`src/rtl/i2a_pkg.sv`:
```
`timescale 1ns / 1ps
`default_nettype none

package i2a_pkg;

  // Command codes
  localparam logic [1:0] CMD_SDEC = 2'd0;
  localparam logic [1:0] CMD_UDEC = 2'd1;
  localparam logic [1:0] CMD_HEXL = 2'd2;
  localparam logic [1:0] CMD_HEXU = 2'd3;

  // Digit buffer: 20 BCD digits cover a 64-bit operand
  localparam int unsigned NUM_DIGITS = 20;
  localparam int unsigned BCD_W      = 4 * NUM_DIGITS;
  localparam int unsigned HEX_DIGITS = 8;

  localparam logic [7:0] CHR_ZERO  = 8'h30;
  localparam logic [7:0] CHR_LOWER = 8'h61;
  localparam logic [7:0] CHR_UPPER = 8'h41;
  localparam logic [7:0] CHR_MINUS = 8'h2d;

  typedef struct packed {
    logic [1:0]  cmd;
    logic        wide;
    logic [63:0] value;
  } in_t;

  typedef struct packed {
    logic [7:0] char_out;
    logic       last;
  } out_t;

  typedef enum logic [2:0] {
    ST_IDLE,
    ST_CONV,
    ST_SKIP,
    ST_SIGN,
    ST_EMIT
  } state_t;

  // One shift-and-add-3 step: adjust every digit, then shift one bit in
  function automatic logic [BCD_W-1:0] dd_step(input logic [BCD_W-1:0] bcd,
                                               input logic bit_in);
    logic [BCD_W-1:0] adj;
    adj = bcd;
    for (int i = 0; i < NUM_DIGITS; i++) begin
      if (bcd[4*i +: 4] >= 4'd5) begin
        adj[4*i +: 4] = bcd[4*i +: 4] + 4'd3;
      end
    end
    return {adj[BCD_W-2:0], bit_in};
  endfunction

  // Digit value to ASCII
  function automatic logic [7:0] to_ascii(input logic [3:0] d, input logic upper);
    logic [7:0] c;
    if (d <= 4'd9) begin
      c = CHR_ZERO + {4'd0, d};
    end else if (upper) begin
      c = CHR_UPPER + {4'd0, d} - 8'd10;
    end else begin
      c = CHR_LOWER + {4'd0, d} - 8'd10;
    end
    return c;
  endfunction

endpackage

`default_nettype wire

```
`src/rtl/integer_to_ascii_formatter.sv`:
```
// Busy covers the conversion (two bits per cycle through chained shift-and-add-3 steps,
// none for hex), the dropping of leading zeros, an optional minus sign and then the
// characters, most significant first. Characters leave through a register, so the last
// one shows in the first idle cycle; a new number is taken only while idle, which can be
// that same first idle cycle. The receiver cannot stall.
// Synchronous active-low reset returns to idle.
`timescale 1ns / 1ps
`default_nettype none

module integer_to_ascii_formatter (
  input  wire logic          clk,
  input  wire logic          rst_n,
  input  wire logic          start,
  output logic               busy,
  input  wire i2a_pkg::in_t  in_data,
  output logic               out_valid,
  output i2a_pkg::out_t      out_data
);
  import i2a_pkg::*;

  state_t           state_r, state_nxt;
  logic [BCD_W-1:0] bcd_r, bcd_nxt;
  logic [63:0]      sh_r, sh_nxt;
  logic [4:0]       cnt_r, cnt_nxt;
  logic             neg_r, neg_nxt;
  logic             upper_r, upper_nxt;
  logic             out_valid_r, out_valid_nxt;
  out_t             out_data_r, out_data_nxt;

  logic [BCD_W-1:0] step1;
  logic [3:0]       top_digit;
  logic             in_neg;
  logic [63:0]      mag64;
  logic [31:0]      mag32;

  assign busy      = (state_r != ST_IDLE);
  assign out_valid = out_valid_r;
  assign out_data  = out_data_r;
  assign top_digit = bcd_r[BCD_W-1 -: 4];
  assign step1     = dd_step(bcd_r, sh_r[63]);

  // Sign and magnitude of the incoming operand
  always_comb begin
    in_neg = 1'b0;
    if (in_data.cmd == CMD_SDEC) begin
      in_neg = in_data.wide ? in_data.value[63] : in_data.value[31];
    end
    mag64 = in_neg ? (~in_data.value + 64'd1) : in_data.value;
    mag32 = in_neg ? (~in_data.value[31:0] + 32'd1) : in_data.value[31:0];
  end

  // State register and datapath registers
  always_ff @(posedge clk) begin
    if (!rst_n) begin
      state_r     <= ST_IDLE;
      out_valid_r <= 1'b0;
    end else begin
      state_r     <= state_nxt;
      out_valid_r <= out_valid_nxt;
    end
    bcd_r      <= bcd_nxt;
    sh_r       <= sh_nxt;
    cnt_r      <= cnt_nxt;
    neg_r      <= neg_nxt;
    upper_r    <= upper_nxt;
    out_data_r <= out_data_nxt;
  end

  // Sequencer
  always_comb begin
    state_nxt     = state_r;
    bcd_nxt       = bcd_r;
    sh_nxt        = sh_r;
    cnt_nxt       = cnt_r;
    neg_nxt       = neg_r;
    upper_nxt     = upper_r;
    out_valid_nxt = 1'b0;
    out_data_nxt  = out_data_r;

    unique case (state_r)
      ST_IDLE: begin
        if (start) begin
          neg_nxt   = in_neg;
          upper_nxt = (in_data.cmd == CMD_HEXU);
          if (in_data.cmd == CMD_HEXL || in_data.cmd == CMD_HEXU) begin
            // Hex digits are the operand nibbles themselves
            bcd_nxt   = {in_data.value[31:0], {(BCD_W - 32){1'b0}}};
            cnt_nxt   = 5'(HEX_DIGITS);
            state_nxt = ST_SKIP;
          end else begin
            bcd_nxt   = '0;
            if (in_data.wide) begin
              sh_nxt  = mag64;
              cnt_nxt = 5'd31;
            end else begin
              sh_nxt  = {mag32, 32'd0};
              cnt_nxt = 5'd15;
            end
            state_nxt = ST_CONV;
          end
        end
      end

      // Binary to BCD, two bits per cycle
      ST_CONV: begin
        bcd_nxt = dd_step(step1, sh_r[62]);
        sh_nxt  = {sh_r[61:0], 2'b00};
        if (cnt_r == 5'd0) begin
          cnt_nxt   = 5'(NUM_DIGITS);
          state_nxt = ST_SKIP;
        end else begin
          cnt_nxt = cnt_r - 5'd1;
        end
      end

      // Drop leading zeros, always keeping one digit
      ST_SKIP: begin
        if (top_digit == 4'd0 && cnt_r != 5'd1) begin
          bcd_nxt = {bcd_r[BCD_W-5:0], 4'd0};
          cnt_nxt = cnt_r - 5'd1;
        end else begin
          state_nxt = neg_r ? ST_SIGN : ST_EMIT;
        end
      end

      ST_SIGN: begin
        out_valid_nxt         = 1'b1;
        out_data_nxt.char_out = CHR_MINUS;
        out_data_nxt.last     = 1'b0;
        state_nxt             = ST_EMIT;
      end

      // One character per cycle, most significant first
      ST_EMIT: begin
        out_valid_nxt         = 1'b1;
        out_data_nxt.char_out = to_ascii(top_digit, upper_r);
        out_data_nxt.last     = (cnt_r == 5'd1);
        bcd_nxt               = {bcd_r[BCD_W-5:0], 4'd0};
        cnt_nxt               = cnt_r - 5'd1;
        if (cnt_r == 5'd1) begin
          state_nxt = ST_IDLE;
        end
      end

      default: begin
        state_nxt = ST_IDLE;
      end
    endcase
  end

endmodule

`default_nettype wire

```
`config.mk`:
```
export PLATFORM = sky130hd
export DESIGN_NAME = integer_to_ascii_formatter
export DESIGN_NICKNAME = d
export VERILOG_FILES = /design/src/rtl/i2a_pkg.sv /design/src/rtl/integer_to_ascii_formatter.sv
export SDC_FILE = /design/constraint.sdc
export NUM_CORES = 1
export LEC_CHECK = 0
export BUFFER_PORTS_ARGS = -buffer_cell sky130_fd_sc_hd__buf_2
export CAP_MARGIN = 20
export CORE_ASPECT_RATIO = 1.5
export CORE_MARGIN = 5
export CORE_UTILIZATION = 30
export DETAILED_ROUTE_END_ITERATION = 10
export SLEW_MARGIN = 5
export SYNTH_ARGS = -nofsm -noshare
export SYNTH_HDL_FRONTEND = slang
export SYNTH_SLANG_ARGS = --single-unit
```
`constraint.sdc`:
```
create_clock -name clk -period 11.15 [get_ports clk]
set_input_delay 0.5575 -clock clk [delete_from_list [all_inputs] [get_ports clk]]
set_output_delay 0.5575 -clock clk [all_outputs]
set_load 0.02 [all_outputs]
```
==> out/metrics.cfg, run 1 <==
[clocking]
root_buffer=clkbuf_16
post-cts-setup-buffers=0
clk_path_buf_depth=2
cts.repair.resized=0
htree_levels=4
numCtsBuffers=17
clock_latency_ns=0.45
cts.clk_slew.worst_paths_ns=0.07
cts.sink_count=163
cts_tree=done
holdBufCountCts=0

[synthesis]
synth.distinct_cells=74
yosysTopAreaCell=edfxtp_1
synth_edf_count=159
yosysSeqAreaShare_pct=38.5
yosys_warnings=0
avgSynthCellArea_um2=9.07
ys_top_cells_by_area=edfxtp_1 (38%), ha_1 (7.1%), o21ai_0 (6.2%), a21oi_1 (5.0%), xnor2_1 (4.5%)
synth_cells=1390
syn_nets=1532
async_flop_share_pct=0
ys_ff_latch=163
syn_area_mm2=0.0126
synth_top_area_share_pct=37.9
ys.flop_type=edfxtp_1

[finish]
drive_gt1_share_pct=10.9
instances_no_fill=2024
mostFrequentLayoutCells=edfxtp_1 (159), o21ai_0 (157), a21oi_1 (126)
insertedDiodeCount=0
final_nets=1590
areaGrowthSynthToFinish_pct=12.7
mostFrequentLayoutCell=edfxtp_1
fin_area_mm2=0.0142

[placed_design]
gp_congestion=0.968
dp_cells=1992
io_buffers=79
place_area_mm2=0.0136
hpwl_mm=26.5

[detailed_routing]
detail_route.vias_per_cell=5.41
drc=0
num_vias=10900
wl_mm=36.2
first_pass_iters=5
ant_nets=0
wl_per_cell_um=17.9
drtIter0Drc=908

[setup_path]
end_kind=flip-flop
max_stage_delay_ns=0.84
cp.arrival_ns=3.51
worstSetupPathType=input pin to flip-flop
path_cells=buf_2 > mux2_2 > nand2_1 > clkinv_1 > nand2_1 > nor3_1 > a311oi_1 > nand2_1
required_ns=11.35
crit_top_cell=nand2_1
path_delay_family=buffers and inverters
slowest_stage=clkinv_1
worst-path-buf-inv=2
path_max_fanout=36
start_kind=input pin

[grt]
grt_max_degree=77
grt_pass1_vias=10700
grt-ovfl-total=0
grt_pass1_wl_mm=57.3
antenna_found_initial=0
track_usage_pct=15.5

[floorplan]
die_area_mm2=0.0463
die_x_um=177
core_area_mm2=0.0418
num_io_pins=81
rows=92
initial_core_util_pct=30.2
dieHeight_um=261

[run_status]
status=complete, no violations

[power]
ir_drop_uv=99.3
power.density_mw_per_mm2=309
p_leak_nw=5.26

[job]
cap_violations=0

[timing]
hold_slack_ns=0.374
fmax_mhz=302
finalHoldViolCount=0
relSlewSlack_pct=27.3
fin_crit_sh_pct=29.7
worstMarginPinSlew_ns=1.08
rsz0062_at_grt=false
setup_tns_ns=0
setup_viol=0
maxSlewViolCount=0
fin_crit_ns=3.31
finalClockSkew_ns=0.00996

[worst_hold_path]
hold_path_class=input pin to flip-flop

==> cells by family after synthesis <==
group	after synthesis	share of synthesized area, %
AO/OA/AOI/OAI	448	21.9
adder cells (fa/ha/maj)	72	7.14
flip-flops	163	38.5
multiplexers	60	4.87
other	1	0.0297
AND/OR/NAND/NOR	420	17.0
XOR/XNOR	91	6.32
buffers and inverters	135	4.31
==> layer usage <==
| layer | vias up | track usage [%] | wire length (µm) |
|---|---|---|---|
| met5 | - | 0 | 0 |
| met4 | 0 | 7.50 | 1690 |
| met3 | 104 | 2.71 | 1940 |
| met2 | 400 | 27.6 | 18300 |
| met1 | 5195 | 17.8 | 14300 |
| li1 | 5248 | - | - |
==> report_power, final <==
group / switching, W / internal, W
registers: 0.000225 / 0.00106
logic: 0.00146 / 0.00101
clock network: 0.000273 / 0.000355
==> cell usage after synthesis, drive strengths merged, types with 5 or more instances <==
master / number
edfxtp: 159
o21ai: 157
a21oi: 127
nand2: 117
nor2: 114
inv: 82
ha: 72
xnor2: 65
mux2i: 49
nand2b: 44
clkbuf: 43
nor3b: 31
a22o: 30
nor3: 30
a22oi: 27
xor2: 26
nor2b: 18
o21a: 15
nand3: 13
nor4: 12
or3: 12
a221oi: 11
a31oi: 11
mux2: 11
buf: 9
o31ai: 9
a221o: 8
a311oi: 8
o41ai: 8
and2: 7
nand4: 6
o22ai: 6
a211oi: 5
and3: 5
==> stage by stage <==
step / utilization, % / power (W) / setup WS [ns]
final: 34.0 / 0.00439 / 7.84
after global routing: 34.0 / 0.00480 / 7.67
after CTS: 34.0 / 0.00442 / 7.95
after detailed placement: 32.6 / 0.00378 / 7.46
after global placement: 32.6 / 0.00369 / 7.49
after floorplan: - / 0.00324 / 2.68
==> final cells by class <==
type	count	area [µm²]
Fill cell	4261	27600
Multi-Input combinational cell	1092	7260
Sequential cell	163	4850
Tap cell	564	706
Timing Repair Buffer	91	483
Clock buffer	17	425
Inverter	83	312
Clock inverter	14	179
==> flip-flops by register name (all words and copies together) (netlist names) <==
name and cells:
bcd_r 80, cnt_r 5, neg_r 1, out_data 8, out_valid 1, sh_r 64, state_r 3, upper_r 1
==> final timing paths <==
| path | start | to | slack (ns) | depth (start not counted) |
|---|---|---|---|---|
| setup reg to reg | state_r[0] | sh_r[50] | 8.00 | 7 |
| hold reg to reg | sh_r[33] | sh_r[35] | 0.53 | 2 |
| setup / recovery | in_data[64] | sh_r[35] | 7.84 | 8 |
| hold / removal | rst_n | out_valid | 0.37 | 2 |
(Power assumes the default switching activity.)
==> run 2: changes to the inputs <==
==> constraint.sdc (replaced) <==
create_clock -name clk -period 2.9 [get_ports clk]
set_input_delay 0.145 -clock clk [delete_from_list [all_inputs] [get_ports clk]]
set_output_delay 0.145 -clock clk [all_outputs]
set_load 0.02 [all_outputs]
==> run 2 against run 1 <==
Effect of this change: sequential power rose to 3.8 times the previous value; combinational power increased to 4.0 times the previous value; design area rose by 2.7%; utilization is 0.93 points higher; count of clock-buffer cells in the layout up 1; sequential share of layout area fell by 0.88 points; clock skew increased by 0.0013 ns; cell count is 1.8% higher; hold slack worse by 0.31 ns; total power increased to 3.9 times the previous value; via count grew 1.2%; non-clock buffer count is 33 higher; highest routed layer unchanged.
==> out/metrics.cfg, run 2 (synthesis results as in run 1) <==
[placed_design]
io_buffers=79  ; unchanged
place_area_mm2=0.0140  ; +2.8%
gp_congestion=0.930  ; -3.9%
hpwl_mm=27.6  ; +4.2%

[clocking]
cts.clk_slew.worst_paths_ns=0.07  ; about the same
clock_latency_ns=0.45  ; about the same
clk_path_buf_depth=2  ; unchanged
post-cts-setup-buffers=0  ; unchanged
cts.repair.resized=0  ; unchanged
root_buffer=clkbuf_16
cts.sink_count=163  ; unchanged
htree_levels=4  ; unchanged
cts_tree=done
numCtsBuffers=17  ; unchanged

[setup_path]
slowest_stage=edfxtp_1
max_stage_delay_ns=0.45  ; -0.39 ns
start_kind=flip-flop
required_ns=3.10  ; -8.25 ns
cp.arrival_ns=2.73  ; -0.78 ns
path_delay_family=compound AO/OA/AOI/OAI gates
worst-path-buf-inv=1  ; -1
end_kind=flip-flop
worstSetupPathType=flip-flop to flip-flop
path_max_fanout=4  ; -89%
crit_top_cell=ha_1
path_cells=inv_1 > ha_1 > nand2b_1 > a21oi_1 > xnor2_1 > ha_1 > nor2b_1 > o21a_1 > mux2i_1 > a22o_1

[finish]
final_nets=1623  ; +2.1%
utilization_pct=35.0  ; +0.93 points
largest_reg_flops=80  ; unchanged
drive_gt1_share_pct=13.5  ; +2.6 points
areaGrowthSynthToFinish_pct=15.8
mostFrequentLayoutCells=edfxtp_1 (159), o21ai_0 (157), a21oi_1 (126)
regMostFlops=bcd_r
mostFrequentLayoutCell=edfxtp_1
fill_cells=4234  ; -0.63%
fin_area_mm2=0.0146  ; +2.7%

[grt]
grt_pass1_wl_mm=58.1  ; +1.3%
grt_max_degree=77  ; unchanged
grt-ovfl-total=0  ; unchanged
track_usage_pct=15.7  ; +0.24 points
grt_pass1_vias=10900  ; +2.1%
antenna_found_initial=3  ; +3

[timing]
relSlewSlack_pct=32.7  ; +5.4 points
fmax_mhz=395
worstMarginPinSlew_ns=1.01  ; -0.0777 ns
maxSlewViolCount=0  ; unchanged
fin_crit_sh_pct=87.4
finalClockSkew_ns=0.0113  ; +0.00130 ns
finalHoldViolCount=0  ; unchanged
rsz0062_at_grt=false
hold_slack_ns=0.0662  ; -0.308 ns
setup_viol=0  ; unchanged
fin_crit_ns=2.53

[detailed_routing]
detail_route.vias_per_cell=5.38  ; -0.54%
drc=0  ; unchanged
drtIter0Drc=824  ; -9.3%
wl_per_cell_um=17.8  ; -0.39%
first_pass_iters=7  ; +2
ant_nets=0  ; unchanged
wl_mm=36.7  ; +1.4%
num_vias=11100  ; +1.2%

[run_status]
status=complete, no violations

[floorplan]
dieHeight_um=261  ; unchanged
rows=92  ; unchanged
die_x_um=177  ; unchanged
initial_core_util_pct=30.2  ; unchanged
die_area_mm2=0.0463  ; unchanged
num_io_pins=81  ; unchanged
core_area_mm2=0.0418  ; unchanged

[power]
ir_drop_uv=502  ; +410%
p_leak_nw=5.44  ; +3.6%
power.density_mw_per_mm2=1180  ; +280%

[worst_hold_path]
hold_path_class=input pin to flip-flop

[job]
cap_violations=0  ; unchanged

## run 2: changes by cell type in the layout (fill, tap and decap cells not counted), moves of 2 or more
cell and change:
dfxtp_2 +3, inv_2 +3, diode_2 +2, inv_1 -3
clkinv_4 -2, buf_4 +26, dfxtp_1 -3, ha_1 -2
buf_12 +7
## run 2: path summary, 6_finish.rpt
check             startpoint         to  slack (ns)  depth (start not counted)
setup reg to reg   bcd_r[24]  bcd_r[26]        0.37                         10
hold reg to reg     sh_r[33]   sh_r[35]        0.52                          2
setup / recovery   bcd_r[24]  bcd_r[26]        0.37                         10
hold / removal    in_data[1]  bcd_r[49]        0.07                          3
## run 2: cell type report
class	instances	area [µm²]	area share, %
multi-input cells	1092	7300	50.0
flip-flops and latches	163	4860	33.3
repair buffers	124	823	5.64
well taps	564	706	4.83
clock buffers	18	429	2.94
inverters	83	312	2.13
clock inverters	14	176	1.21
diodes	2	5.00	0.0343
## run 2: routing by layer
| metal | routed length, µm | vias to the layer above | GRT usage (%) |
|---|---|---|---|
| li1 | - | 5328 | - |
| met1 | 14600 | 5325 | 18.2 |
| met2 | 18700 | 355 | 28.3 |
| met3 | 1840 | 74 | 2.37 |
| met4 | 1550 | 0 | 7.16 |
| met5 | 0 | - | 0 |
## run 2: power breakdown
part	switching [W]	internal, W
combinational	0.00573	0.00410
clock	0.00103	0.00137
sequential	0.000885	0.00407
## run 2: worst min-delay path, cell delays in order
cell	delay (ns)
buf_2	0.12
a22oi_1	0.08
o31ai_1	0.06
## run 2: repair_timing
item                                    4_1_cts  5_1_grt
endpoints found under the hold margin         4        0
hold buffers                                  1        0
endpoints found under the setup margin        0        0
## run 2: metrics by stage
| stage | setup slack (ns) | std cells | setup TNS, ns | total power [W] |
|---|---|---|---|---|
| after CTS | 0.363 | 2058 | 0 | 0.0173 |
| after global routing | 0.187 | 2060 | 0 | 0.0187 |
| after floorplan | -0.527 | 1390 | -66.00 | 0.0124 |
| after detailed placement | 0.346 | 2025 | 0 | 0.0148 |
| after global placement | 0.358 | 2025 | 0 | 0.0144 |
| final | 0.365 | 2060 | 0 | 0.0172 |
